<file path="src/hw/rtl/lcc_ram.sv">
// Generic single-write, single-read RAM with a registered read port.
// Used for the contact tables and the letter totals; no package dependency.
module lcc_ram #(
  parameter int WIDTH = 32,
  parameter int DEPTH = 64
) (
  input  logic                     clk_i,
  input  logic                     we_i,
  input  logic [$clog2(DEPTH)-1:0] waddr_i,
  input  logic [WIDTH-1:0]         wdata_i,
  input  logic [$clog2(DEPTH)-1:0] raddr_i,
  output logic [WIDTH-1:0]         rdata_o
);

  logic [WIDTH-1:0] mem_q [DEPTH];
  logic [WIDTH-1:0] rdata_q;

  always_ff @(posedge clk_i) begin
    if (we_i) begin
      mem_q[waddr_i] <= wdata_i;
    end
    rdata_q <= mem_q[raddr_i];
  end

  assign rdata_o = rdata_q;

endmodule

</file>
<file path="config.mk">
export PLATFORM = sky130hd
export DESIGN_NAME = lcc_ram
export DESIGN_NICKNAME = d
export VERILOG_FILES = /design/src/hw/rtl/lcc_ram.sv
export SDC_FILE = /design/constraint.sdc
export NUM_CORES = 2
export LEC_CHECK = 0
export BUFFER_PORTS_ARGS = -buffer_cell sky130_fd_sc_hd__buf_4
export CORE_UTILIZATION = 60
export DETAILED_ROUTE_END_ITERATION = 10
export PLACE_DENSITY = 0.84
export SYNTH_ARGS = -nofsm -noshare
export SYNTH_HDL_FRONTEND = slang
export SYNTH_SLANG_ARGS = --single-unit
</file>
<file path="constraint.sdc">
create_clock -name clk_i -period 4.6 [get_ports clk_i]
set_input_delay 0.46 -clock clk_i [delete_from_list [all_inputs] [get_ports clk_i]]
set_output_delay 0.46 -clock clk_i [all_outputs]
set_load 0.01 [all_outputs]
</file>
==> run metrics <==
synth unique cells=34; largest net degree at the start of global routing=between 70 and 80; setup_tns=0 ps; sequential area share after synthesis=0.791; core footprint=130000 um2; worst reg2reg path endpoint=rdata_o[6]$_DFF_P_; fmax=0.347 GHz; Arrival @ worst endpoint=3520 ps; Congestion Overflow GR=0; Die Y=around 360 um; die area=around 130000 um2; final hold viol count=0; H-Tree Depth=4; Final Power=~0.04 W; hold path startpoint=wdata_i[14]; area of the mapped netlist=78500 um2; final setup fails=0; Post-synth EDFFs=2048; 1st-iter DRT viols=7131; period utilisation layout=0.626; first-pass GRT wire length=between 300 and 400 mm; post-route cell area=88600 um2; asr flop ratio synth=0; vias per cell=7.34; R2R Path Start=mem_q[9][6]$_DFFE_PP_; RSZ-0062 raised after global routing=no; largest fanout on the critical path=78; GPL Wtd Cong=roughly 0.88; Worst Clk Skew=34.5 ps; Post-DP Area=82400 um2; CP Capture Type=register; Rel. slew slack=0.200; hold endpoint=mem_q[44][14]$_DFFE_PP_; pins over their slew limit=0; worst-skew pair later-pin latency=800 ps; P_leak=between 20 and 30 nW; flop-to-flop setup slack=2180 ps; Routed wire per std cell=40.4 um; WP data required=5240 ps; WS Path Type=in2reg; hold crit path type=in2reg; chip width=364 um; total iterations of the first detailed-routing run=6; synth warn=0; IO Port Bufs=77; CTS buffer count=192; Top Ports=78; P&R area growth vs syn=12.9%; syn_area_per_cell=23.6 um2; DP HPWL=116 mm; CTS Hold Bufs=0; std cell rows=132; # DRC=0; run status=finished clean; post-route antenna net violation count=0; Mapped Cells=3324; vias in the first global route=~41000; final wirelength=about 220 mm; layout cells sized above 1=0.302; maxcap violations=0; CTS tree=yes; Crit. Startpoint=raddr_i[2]; vias=40200; Clock Path Buffers=3; final net count=3614; worst vdd ir=386 uV; PwrDens=442 nW/um2; FF+latch count, synth=2080; total track usage=0.341; Setup Buffers After CTS=0; initial antenna violation count=6; hold path depth=1; Least-Margin Pin Slew=between 1000 and 1500 ps; root buf cell=clkbuf_16; clock sinks=2080; Initial Util=0.606; Startpoint Class=input port; Tmin final=2880 ps; worst slack, placed=925 ps; FF-to-FF path depth=4; clk slew on worst S/H paths=about 60 ps; Most used DFF post-synth=edfxtp_1; post_cts resized=0; Syn Nets=3370; Final Worst Setup Slack=~1700 ps
worst max-delay path by stage:
stage	end	cells past startpoint
after floorplan	mem_q[48][0]$_DFFE_PP_	4
after global placement	rdata_o[31]$_DFF_P_	7
after detailed placement	rdata_o[31]$_DFF_P_	7
after CTS	rdata_o[31]$_DFF_P_	7
after global routing	rdata_o[31]$_DFF_P_	7
final	rdata_o[8]$_DFF_P_	6
layout by cell type, fill, tap and decap left out, drive strengths merged, types with 26 or more instances in the layout:
cell    synthesis  routed
edfxtp       2048    2048
mux4          544     544
clkbuf         74     257
buf           108     232
nor2          137     137
mux2i          93      93
o22ai          84      84
clkinv          0      76
a21oi          62      62
dfxtp          32      32
o221ai         27      27
nand2          26      26
state kept, by name, summed over array words and instances, names as in the netlist:
register and cells:
mem_q 2048, rdata_o 32
through the flow:
stage,utilization,std cells,hold slack [ps]
global placement,0.635,5116,729
floorplan,-,3324,559
finish,0.684,5479,204
global route,0.684,5475,205
detailed placement,0.635,5116,758
CTS,0.684,5475,176
final cells by class:
type,count,area (um2)
fillers,7000,41000
diodes,4,10.0
multi-input cells,1062,16000
well taps,1742,2180
clock buffers,257,5280
flip-flops and latches,2080,62100
repair buffers,232,2100
clock inverters,102,966
where the power goes:
| group | internal [W] | leakage (nW) | total (W) | switching (W) |
|---|---|---|---|---|
| clock network | 0.00892 | 3.06 | 0.0160 | 0.00712 |
| logic | 0.000740 | 5.94 | 0.00200 | 0.00126 |
| registers | 0.0210 | 18.7 | 0.0211 | 0.000113 |
| total | 0.0306 | 27.7 | 0.0391 | 0.00850 |
synthesized netlist by cell type, types with 3 or more instances:
library cell / number / area share
nor2b_1: 15 / 0.0012
a21oi_1: 62 / 0.0040
mux4_2: 544 / 0.16
and3_1: 4 / 0.00032
dfxtp_1: 32 / 0.0082
a22oi_1: 12 / 0.0011
o22ai_1: 84 / 0.0067
a41o_1: 4 / 0.00051
nand3b_1: 5 / 0.00048
nor3_1: 7 / 0.00045
nor2_1: 137 / 0.0065
or3_1: 3 / 0.00024
a311oi_1: 8 / 0.00089
nand2_1: 26 / 0.0012
clkbuf_1: 74 / 0.0035
buf_6: 5 / 0.00072
mux2i_1: 93 / 0.012
o32ai_1: 4 / 0.00045
or3b_2: 3 / 0.00033
nand2b_1: 8 / 0.00064
buf_2: 57 / 0.0036
nand3_1: 5 / 0.00032
buf_4: 25 / 0.0024
o221ai_1: 27 / 0.0030
buf_1: 21 / 0.0010
edfxtp_1: 2048 / 0.78
critical path: stages:
cell and delay, ps:
buf_8 640, nor2b_1 950, a22oi_1 270, and3_1 260
o32ai_1 730, nor3_1 110
logic make-up after synthesis:
group                  after synthesis  share of synthesized area
flip-flops                        2080                      0.791
multiplexers                       637                      0.168
AND/OR/NAND/NOR                    223                     0.0127
AO/OA/AOI/OAI                      202                     0.0167
buffers and inverters              182                     0.0113
routing by layer:
layer / wire length (um) / vias up / part of all wire / global-route usage
li1: - / 14700 / - / -
met1: 69700 / 20600 / 0.31 / 0.446
met2: 107000 / 4091 / 0.48 / 0.538
met3: 30600 / 811 / 0.14 / 0.0780
met4: 14200 / 10 / 0.064 / 0.189
met5: 69 / - / 0.00031 / 0
Power figures use the tool's default switching activity.
